### src/hw/rtl/tod_pkg.sv
// tod_pkg: shared widths, constants and types for the tilt-to-octant block.
// No dependencies.
package tod_pkg;

  localparam int ONE_G      = 16384;
  localparam int TILT_W     = 16;
  localparam int MAG_W      = 15;
  localparam int SEC_W      = 3;
  localparam int DZ_W       = 15;
  localparam int DZ_RESET   = 3277;

  // APB side: one 32-bit register, paddr[2] selects the register slot
  localparam int APB_DATA_W = 32;
  localparam int APB_ADDR_W = 3;
  localparam logic REG_DEADZONE = 1'b0;

  // Square root: 28-bit radicand, 14-bit root, two digits per stage
  localparam int SQ_IN_W    = 28;
  localparam int SQ_ROOT_W  = SQ_IN_W / 2;
  localparam int SQ_REM_W   = SQ_ROOT_W + 1;
  localparam int SQ_PER_STG = 2;
  localparam int SQ_STAGES  = SQ_ROOT_W / SQ_PER_STG;

  typedef struct packed {
    logic [SQ_REM_W-1:0]  rem;
    logic [SQ_ROOT_W-1:0] root;
  } sq_t;

  // Sideband carried down the root pipeline
  typedef struct packed {
    logic             sat;
    logic             act;
    logic [SEC_W-1:0] sec;
  } side_t;

endpackage

### src/hw/rtl/tod_ifs.sv
// tod_ifs: valid/ready channel interfaces for tilt samples and drive beats.
// Depends on tod_pkg.
interface tod_tilt_if import tod_pkg::*; ();
  logic                     valid;
  logic                     ready;
  logic signed [TILT_W-1:0] tilt_x;
  logic signed [TILT_W-1:0] tilt_y;

  modport source (output valid, tilt_x, tilt_y, input ready);
  modport sink   (input valid, tilt_x, tilt_y, output ready);
endinterface

interface tod_drive_if import tod_pkg::*; ();
  logic             valid;
  logic             ready;
  logic [SEC_W-1:0] sector;
  logic [MAG_W-1:0] magnitude;
  logic             active;

  modport source (output valid, sector, magnitude, active, input ready);
  modport sink   (input valid, sector, magnitude, active, output ready);
endinterface

### src/hw/rtl/tilt_to_octant_drive_direction.sv
// Tilt-to-octant drive direction: a registered pipeline from tilt beat to drive beat.
// Throughput one beat per cycle while drive is ready; each stage has its own valid and
// advances when empty or when the stage after it advances, so bubbles collapse under stall.
// Depth is set by the square root: 14 digits, two per stage, seven stages.
// Reset (rst, sync, active high) empties the pipe and loads deadzone = 3277.
// Depends on tod_pkg and tod_ifs.
module tilt_to_octant_drive_direction import tod_pkg::*; (
  input  logic                  clk,
  input  logic                  rst,
  tod_tilt_if.sink              tilt,
  tod_drive_if.source           drive,
  input  logic                  psel,
  input  logic                  penable,
  input  logic                  pwrite,
  input  logic [APB_ADDR_W-1:0] paddr,
  input  logic [APB_DATA_W-1:0] pwdata,
  output logic [APB_DATA_W-1:0] prdata,
  output logic                  pready
);

  // Stage map: 0 clamp/abs, 1 products, 2 sums, 3 compares/sector,
  // 4.. root digits.
  localparam int NSTG = 4 + SQ_STAGES;
  localparam int LAST = NSTG - 1;

  // ---------------------------------------------------------------
  // Config register. dz2 follows deadzone in the next cycle; writes must only
  // happen while idle (not enforced by the block), so a sample never sees the lag.
  // ---------------------------------------------------------------
  logic [DZ_W-1:0]   deadzone;
  logic [2*DZ_W-1:0] dz2;

  assign pready = 1'b1;

  always_ff @(posedge clk) begin
    if (rst) begin
      deadzone <= DZ_W'(DZ_RESET);
      dz2      <= (2*DZ_W)'(DZ_RESET * DZ_RESET);
    end else begin
      if (psel && penable && pwrite && paddr[2] == REG_DEADZONE) begin
        deadzone <= pwdata[DZ_W-1:0];
      end
      dz2 <= (2*DZ_W)'(deadzone) * (2*DZ_W)'(deadzone);
    end
  end

  always_comb begin
    prdata = '0;
    if (paddr[2] == REG_DEADZONE) begin
      prdata = APB_DATA_W'(deadzone);
    end
  end

  // ---------------------------------------------------------------
  // Per-stage valid and advance. A stage loads when it is empty or
  // its contents move on in the same cycle.
  // ---------------------------------------------------------------
  logic [NSTG-1:0] vld;
  logic [NSTG-1:0] en;

  always_comb begin
    en[LAST] = !vld[LAST] || drive.ready;
    for (int k = LAST - 1; k >= 0; k--) begin
      en[k] = !vld[k] || en[k+1];
    end
  end

  assign tilt.ready = en[0];

  always_ff @(posedge clk) begin
    if (rst) begin
      vld <= '0;
    end else begin
      if (en[0]) begin
        vld[0] <= tilt.valid;
      end
      for (int k = 1; k < NSTG; k++) begin
        if (en[k]) begin
          vld[k] <= vld[k-1];
        end
      end
    end
  end

  // ---------------------------------------------------------------
  // Stage 0: u = Y, v = -X, clamp to +/-1 g, split into sign and size.
  // ---------------------------------------------------------------
  logic signed [TILT_W:0] u_w, v_w, u_c, v_c;
  logic [MAG_W-1:0]       s0_a, s0_b;
  logic                   s0_uneg, s0_vneg;

  always_comb begin
    u_w = (TILT_W+1)'(tilt.tilt_y);
    v_w = -((TILT_W+1)'(tilt.tilt_x));
    if (u_w > ONE_G) begin
      u_c = (TILT_W+1)'(ONE_G);
    end else if (u_w < -ONE_G) begin
      u_c = -((TILT_W+1)'(ONE_G));
    end else begin
      u_c = u_w;
    end
    if (v_w > ONE_G) begin
      v_c = (TILT_W+1)'(ONE_G);
    end else if (v_w < -ONE_G) begin
      v_c = -((TILT_W+1)'(ONE_G));
    end else begin
      v_c = v_w;
    end
  end

  always_ff @(posedge clk) begin
    if (en[0]) begin
      s0_uneg <= u_c[TILT_W];
      s0_vneg <= v_c[TILT_W];
      s0_a    <= u_c[TILT_W] ? MAG_W'(-u_c) : MAG_W'(u_c);
      s0_b    <= v_c[TILT_W] ? MAG_W'(-v_c) : MAG_W'(v_c);
    end
  end

  // ---------------------------------------------------------------
  // Stage 1: a*a, b*b, a*b (15x15 each, side by side).
  // ---------------------------------------------------------------
  logic [2*MAG_W-1:0] s1_aa, s1_bb, s1_ab;
  logic               s1_uneg, s1_vneg;

  always_ff @(posedge clk) begin
    if (en[1]) begin
      s1_aa   <= (2*MAG_W)'(s0_a) * (2*MAG_W)'(s0_a);
      s1_bb   <= (2*MAG_W)'(s0_b) * (2*MAG_W)'(s0_b);
      s1_ab   <= (2*MAG_W)'(s0_a) * (2*MAG_W)'(s0_b);
      s1_uneg <= s0_uneg;
      s1_vneg <= s0_vneg;
    end
  end

  // ---------------------------------------------------------------
  // Stage 2: len2 = a^2 + b^2 and (a+b)^2 = len2 + 2ab.
  // ---------------------------------------------------------------
  logic [2*MAG_W-1:0] s2_aa, s2_bb, s2_len2;
  logic [2*MAG_W:0]   s2_s;
  logic               s2_uneg, s2_vneg;

  always_ff @(posedge clk) begin
    if (en[2]) begin
      s2_len2 <= s1_aa + s1_bb;
      s2_s    <= (2*MAG_W+1)'(s1_aa) + (2*MAG_W+1)'(s1_bb) + {s1_ab, 1'b0};
      s2_aa   <= s1_aa;
      s2_bb   <= s1_bb;
      s2_uneg <= s1_uneg;
      s2_vneg <= s1_vneg;
    end
  end

  // ---------------------------------------------------------------
  // Stage 3: octant from exact square compares against the 22.5 and
  // 67.5 degree lines, saturation, deadzone test.
  // (a+b)^2 <= 2a^2 : at or past 67.5 deg from +v (zone 2)
  // (a+b)^2 >= 2b^2 : at or past 22.5 deg (zone 1)
  // ---------------------------------------------------------------
  logic [1:0]         zone;
  logic [SEC_W-1:0]   sec_raw;
  logic               sat_w, act_w;
  side_t              s3_side;
  logic [SQ_IN_W-1:0] s3_n;

  always_comb begin
    if (s2_s <= {s2_aa, 1'b0}) begin
      zone = 2'd2;
    end else if (s2_s >= {s2_bb, 1'b0}) begin
      zone = 2'd1;
    end else begin
      zone = 2'd0;
    end
    case ({s2_vneg, s2_uneg})
      2'b00:   sec_raw = SEC_W'(zone);
      2'b01:   sec_raw = SEC_W'(3'd0 - SEC_W'(zone));
      2'b10:   sec_raw = SEC_W'(3'd4 - SEC_W'(zone));
      2'b11:   sec_raw = SEC_W'(3'd4 + SEC_W'(zone));
      default: sec_raw = '0;
    endcase
    sat_w = s2_len2 >= (2*MAG_W)'(ONE_G * ONE_G);
    act_w = sat_w ? (deadzone <= DZ_W'(ONE_G)) : (s2_len2 >= dz2);
  end

  always_ff @(posedge clk) begin
    if (en[3]) begin
      s3_side.sat <= sat_w;
      s3_side.act <= act_w;
      // inactive or zero vector: sector 0
      s3_side.sec <= (act_w && s2_len2 != '0) ? sec_raw : '0;
      s3_n        <= s2_len2[SQ_IN_W-1:0];
    end
  end

  // ---------------------------------------------------------------
  // Stages 4..: restoring square root, two digits per stage.
  // ---------------------------------------------------------------
  function automatic sq_t sq_step(sq_t cur, logic [1:0] pair);
    logic [SQ_REM_W+1:0] rem_t;
    logic [SQ_REM_W+1:0] trial;
    sq_t                 nxt;
    rem_t = {cur.rem, pair};
    trial = (SQ_REM_W+2)'({cur.root, 2'b01});
    if (rem_t >= trial) begin
      nxt.rem  = SQ_REM_W'(rem_t - trial);
      nxt.root = {cur.root[SQ_ROOT_W-2:0], 1'b1};
    end else begin
      nxt.rem  = rem_t[SQ_REM_W-1:0];
      nxt.root = {cur.root[SQ_ROOT_W-2:0], 1'b0};
    end
    return nxt;
  endfunction

  sq_t                q_st   [SQ_STAGES];
  logic [SQ_IN_W-1:0] q_n    [SQ_STAGES];
  side_t              q_side [SQ_STAGES];

  for (genvar k = 0; k < SQ_STAGES; k++) begin : g_sq
    sq_t                st_in, st_out;
    logic [SQ_IN_W-1:0] n_in, n_out;
    side_t              side_in;

    if (k == 0) begin : g_first
      assign st_in   = '0;
      assign n_in    = s3_n;
      assign side_in = s3_side;
    end else begin : g_next
      assign st_in   = q_st[k-1];
      assign n_in    = q_n[k-1];
      assign side_in = q_side[k-1];
    end

    always_comb begin
      st_out = st_in;
      n_out  = n_in;
      for (int j = 0; j < SQ_PER_STG; j++) begin
        st_out = sq_step(st_out, n_out[SQ_IN_W-1 -: 2]);
        n_out  = {n_out[SQ_IN_W-3:0], 2'b00};
      end
    end

    always_ff @(posedge clk) begin
      if (en[4+k]) begin
        q_st[k]   <= st_out;
        q_n[k]    <= n_out;
        q_side[k] <= side_in;
      end
    end
  end

  // ---------------------------------------------------------------
  // Drive beat straight from the last root stage.
  // ---------------------------------------------------------------
  side_t last_side;
  assign last_side = q_side[SQ_STAGES-1];

  assign drive.valid  = vld[LAST];
  assign drive.active = last_side.act;
  assign drive.sector = last_side.sec;

  always_comb begin
    if (!last_side.act) begin
      drive.magnitude = '0;
    end else if (last_side.sat) begin
      drive.magnitude = MAG_W'(ONE_G);
    end else begin
      drive.magnitude = MAG_W'(q_st[SQ_STAGES-1].root);
    end
  end

  // ---------------------------------------------------------------
  // Checks
  // ---------------------------------------------------------------
  a_idle_zero: assert property (@(posedge clk) disable iff (rst)
    drive.valid && !drive.active |-> drive.magnitude == '0 && drive.sector == '0)
    else $error("inactive beat carries direction or magnitude");

  a_mag_cap: assert property (@(posedge clk) disable iff (rst)
    drive.valid |-> drive.magnitude <= MAG_W'(ONE_G))
    else $error("magnitude above 1.0");

  a_dz_sq: assert property (@(posedge clk) disable iff (rst)
    dz2 == (2*DZ_W)'($past(deadzone)) * (2*DZ_W)'($past(deadzone)))
    else $error("deadzone square out of step with register");

  a_take: assert property (@(posedge clk) disable iff (rst)
    tilt.valid && tilt.ready |=> vld[0])
    else $error("accepted sample not captured in first stage");

endmodule

### src/flat_wrapper.sv
// flat-port wrapper written by rule: the top's interface ports become plain ports
module tilt_to_octant_drive_direction_flat import tod_pkg::*;
  (clk, rst, psel, penable, pwrite, paddr, pwdata, prdata, pready, tilt_valid, tilt_tilt_x, tilt_tilt_y, tilt_ready, drive_valid, drive_sector, drive_magnitude, drive_active, drive_ready);
  tod_tilt_if tilt_i ();
  tod_drive_if drive_i ();
  input  logic clk;
  input  logic rst;
  input  logic psel;
  input  logic penable;
  input  logic pwrite;
  input  logic [APB_ADDR_W-1:0] paddr;
  input  logic [APB_DATA_W-1:0] pwdata;
  output logic [APB_DATA_W-1:0] prdata;
  output logic pready;
  input wire logic [$bits(tilt_i.valid)-1:0] tilt_valid;
  input wire logic [$bits(tilt_i.tilt_x)-1:0] tilt_tilt_x;
  input wire logic [$bits(tilt_i.tilt_y)-1:0] tilt_tilt_y;
  output wire logic [$bits(tilt_i.ready)-1:0] tilt_ready;
  output wire logic [$bits(drive_i.valid)-1:0] drive_valid;
  output wire logic [$bits(drive_i.sector)-1:0] drive_sector;
  output wire logic [$bits(drive_i.magnitude)-1:0] drive_magnitude;
  output wire logic [$bits(drive_i.active)-1:0] drive_active;
  input wire logic [$bits(drive_i.ready)-1:0] drive_ready;
  assign tilt_i.valid = tilt_valid;
  assign tilt_i.tilt_x = tilt_tilt_x;
  assign tilt_i.tilt_y = tilt_tilt_y;
  assign tilt_ready = tilt_i.ready;
  assign drive_valid = drive_i.valid;
  assign drive_sector = drive_i.sector;
  assign drive_magnitude = drive_i.magnitude;
  assign drive_active = drive_i.active;
  assign drive_i.ready = drive_ready;
  tilt_to_octant_drive_direction u_core (.clk(clk), .rst(rst), .tilt(tilt_i), .drive(drive_i), .psel(psel), .penable(penable), .pwrite(pwrite), .paddr(paddr), .pwdata(pwdata), .prdata(prdata), .pready(pready));
endmodule
### config.mk
export PLATFORM = sky130hd
export DESIGN_NAME = tilt_to_octant_drive_direction_flat
export DESIGN_NICKNAME = d
export VERILOG_FILES = /design/src/hw/rtl/tod_pkg.sv /design/src/hw/rtl/tod_ifs.sv /design/src/hw/rtl/tilt_to_octant_drive_direction.sv /design/src/flat_wrapper.sv
export SDC_FILE = /design/constraint.sdc
export NUM_CORES = 2
export LEC_CHECK = 0
export BUFFER_PORTS_ARGS = -buffer_cell sky130_fd_sc_hd__buf_2
export CAP_MARGIN = 20
export CORE_MARGIN = 10
export CORE_UTILIZATION = 30
export DETAILED_ROUTE_END_ITERATION = 8
export PLACE_DENSITY_LB_ADDON = 0.08
export SYNTH_ARGS = -nofsm -noshare
export SYNTH_HDL_FRONTEND = slang
export SYNTH_SLANG_ARGS = --single-unit
### constraint.sdc
create_clock -name clk -period 6.8 [get_ports clk]
set_clock_uncertainty 0.1 [all_clocks]
set_input_delay 1.36 -clock clk [delete_from_list [all_inputs] [get_ports clk]]
set_output_delay 1.36 -clock clk [all_outputs]
set_load 0.05 [all_outputs]
==> metrics.txt <==
main combinational cell family by area after synthesis=adder cells; # fillers=roughly 20000; DR WL/cell=17.3 um; die height=459 um; Clock Latency Late Sink=0.66 ns; status=complete, no violations; Root Buffer=clkbuf_16; post-synth top area share=0.277; largest net degree at the start of global routing=65; final slew viol count=0; Syn Inst Count=5743; xor/xnor share of the synthesized area=0.0460; CP most frequent cell=fa_1; TritonCTS buffer count=between 70 and 80; MaxCap Viol Count=0; Via density=4.56; mux cell area share after synthesis=0.00590; IO Count=around 130; Synth warnings=0; adder and majority gate portion of the synthesized area=0.346; worst slew pin tran=0.899 ns; Clock Pin Slew Worst Setup and Hold Paths=0.06 ns; TritonCTS clock tree=built; Place WS=-0.260 ns; sequential area share after synthesis=0.296; gpl congestion=0.798; min Tclk post-route=6.77 ns; area share of and/or/nand/nor cells after synthesis=0.129; area grow syn2layout=14.9%; final WL=150 mm; WP data arrival=roughly 7.1 ns; final setup violating endpoints=0; Chip Width=between 400 and 500 um; FMAX=148 MHz; drt drc=0; share of cells above drive strength 1=0.116; period utilization=0.995; critical path type=register to register; crit-path max cell delay=0.53 ns; nets=7404; number of global-route vias before repair=42000; Util after Layout=0.346; Fin. Hold Viols=0; top cells by area, synth=edfxtp_1, fa_1, ha_1; crit-path max FO=15; first-pass GRT wire length=239 mm; DR vias=about 40000; initial core utilization=0.301; cell taking the most area after synthesis=edfxtp_1; cell row count=161; gr ovfl total=0; RSZ-0062 raised after global routing=yes; Die ar.=211000 um2; count of state elements after synthesis=589; Detail Route Antenna Nets=0; main flop type after synthesis=edfxtp_1; DR pass1 iterations=6; Sink Count=589; initial antenna violation count=1; Cell Area, Synth=57800 um2; Critical Path RT=7.10 ns; CTS Hold Bufs=0; Avg Synthesized Cell Area=10.1 um2; Bufs on Longest Clock Path=3; hpwl dp=124 mm; core box area=192000 um2; H-tree Lvls=3; asr flop ratio synth=0; port bufs=90; max_slew headroom=0.400; Final WS setup=about 0.035 ns; initial drt markers=about 1700; EDFF count, synth=534; TNS Setup=0 ns; Hold WC Path Type=register to register; Synth cell types=96; crit path capture type=register; GRT Util Overall=0.143; Max stage delay cell, worst path=fa_1; Startpoint Class=register; post-synthesis compound-gate area fraction=0.0943
[worst max-delay path, delay by kind of cell (launching register included)]
| family | cells | cell delay, ns |
|---|---|---|
| fa+ha+maj | 7 | 3.00 |
| simple gates | 2 | 0.67 |
| compound gates | 8 | 1.48 |
| flops | 1 | 0.43 |
| xor+xnor | 1 | 0.08 |
| buf+inv | 7 | 0.73 |
[stage by stage]
| stage | instance area (um2) | hold WS (ns) | std cells |
|---|---|---|---|
| floorplan | 57900 | 0.300 | 5762 |
| global placement | 63300 | 0.300 | 8520 |
| detailed placement | 63300 | 0.305 | 8520 |
| CTS | 65800 | 0.294 | 8663 |
| global route | 66500 | 0.315 | 8680 |
| finish | 66500 | 0.296 | 8681 |
[registers in the layout, indices dropped and copies added, names as in the netlist]
name                 flops
u_core.q_st            140
u_core.q_n              84
u_core.q_side           35
u_core.s2_s             31
u_core.s1_ab            30
u_core.dz2              29
u_core.s1_aa            29
u_core.s1_bb            29
u_core.s2_aa            29
u_core.s2_bb            29
u_core.s2_len2          29
u_core.g_sq.n_in        28
u_core.deadzone         15
u_core.s0_a             15
u_core.s0_b             15
u_core.vld              11
u_core.g_sq.side_in      5
u_core.s0_uneg           1
u_core.s0_vneg           1
u_core.s1_uneg           1
u_core.s1_vneg           1
u_core.s2_uneg           1
u_core.s2_vneg           1
[cell families after synthesis]
| logic type | Yosys count |
|---|---|
| AOI/OAI and AO/OA | 840 |
| xor gates and xnor gates | 304 |
| adders and majority gates | 1238 |
| buffers and inverters | 1245 |
| DFF | 589 |
| muxes | 32 |
| other | 2 |
| and+or+nand+nor | 1493 |
[final cells by class]
type | count | area, um2 | share of cell area
Antenna cell | 1 | 2.50 | 0.0000376
Sequential cell | 589 | 17100 | 0.258
Timing Repair Buffer | 424 | 3230 | 0.0486
Clock inverter | 52 | 375 | 0.00565
Inverter | 1071 | 4030 | 0.0606
Multi-Input combinational cell | 3928 | 36500 | 0.549
Clock buffer | 90 | 2060 | 0.0310
Tap cell | 2526 | 3160 | 0.0475
[cell usage after synthesis, types with 11 or more instances]
library cell,instances
fa_1,602
o211ai_1,15
a31oi_1,25
ha_1,636
a211oi_1,30
nand3_1,56
nand2_1,462
o21ai_0,148
a211o_1,11
nor3_1,84
nand2b_1,52
and2_1,272
nor2_1,287
o21bai_1,28
or4_1,13
o31ai_1,20
a21oi_1,269
xor2_1,104
or2_2,25
nor2b_1,61
a21boi_0,11
a2111oi_0,12
nor4_1,26
dfxtp_1,55
o21a_1,45
a21o_1,116
inv_1,1064
clkbuf_1,137
xnor2_1,200
mux2i_1,15
buf_4,21
or3_1,28
nand4_1,42
a31o_2,12
nand3b_1,11
and3_1,26
mux2_2,17
edfxtp_1,534
[placed cells by master (no fill, tap or decap), drive strengths merged, types with 43 or more instances in the layout]
cell type  synthesis  final
dfxtp             55     55
nand2b            52     52
buf               36    422
ha               636    636
o21ai            155    155
nor3              84     84
nor2b             61     61
nor2             287    287
o21a              45     45
edfxtp           534    534
nand2            463    463
nand3             57     57
and2             272    272
clkbuf           138     92
xor2             104    104
inv             1066   1076
a21oi            270    270
a21o             116    116
xnor2            200    200
nand4             43     43
fa               602    602
[what timing repair did]
action	4_1_cts	5_1_grt
gates cloned	0	1
buffers inserted	1	15
pin swaps	4	71
hold endpoints to repair	0	0
resized for setup	29	110
endpoints found under the setup margin	13	20
[layer usage]
layer	up-vias	wire (um)	track usage
li1	19600	-	-
met1	19400	69600	0.189
met2	403	73100	0.248
met3	131	4340	0.0166
met4	0	3110	0.0345
met5	-	0	0
[path summary, 6_finish.rpt]
path | from | end | slack (ns) | cells past startpoint
hold reg to reg | u_core.g_sq[0].n_in[3] | u_core.q_n[0][3] | 0.30 | 0
setup / recovery | u_core.s0_b[3] | u_core.s1_bb[29] | 0.03 | 25
setup reg to reg | u_core.s0_b[3] | u_core.s1_bb[29] | 0.03 | 25
hold / removal | u_core.g_sq[0].n_in[3] | u_core.q_n[0][3] | 0.30 | 0
Power is not shown: default switching activity piles up to over one toggle a cycle in this logic, so the estimate is an artifact.
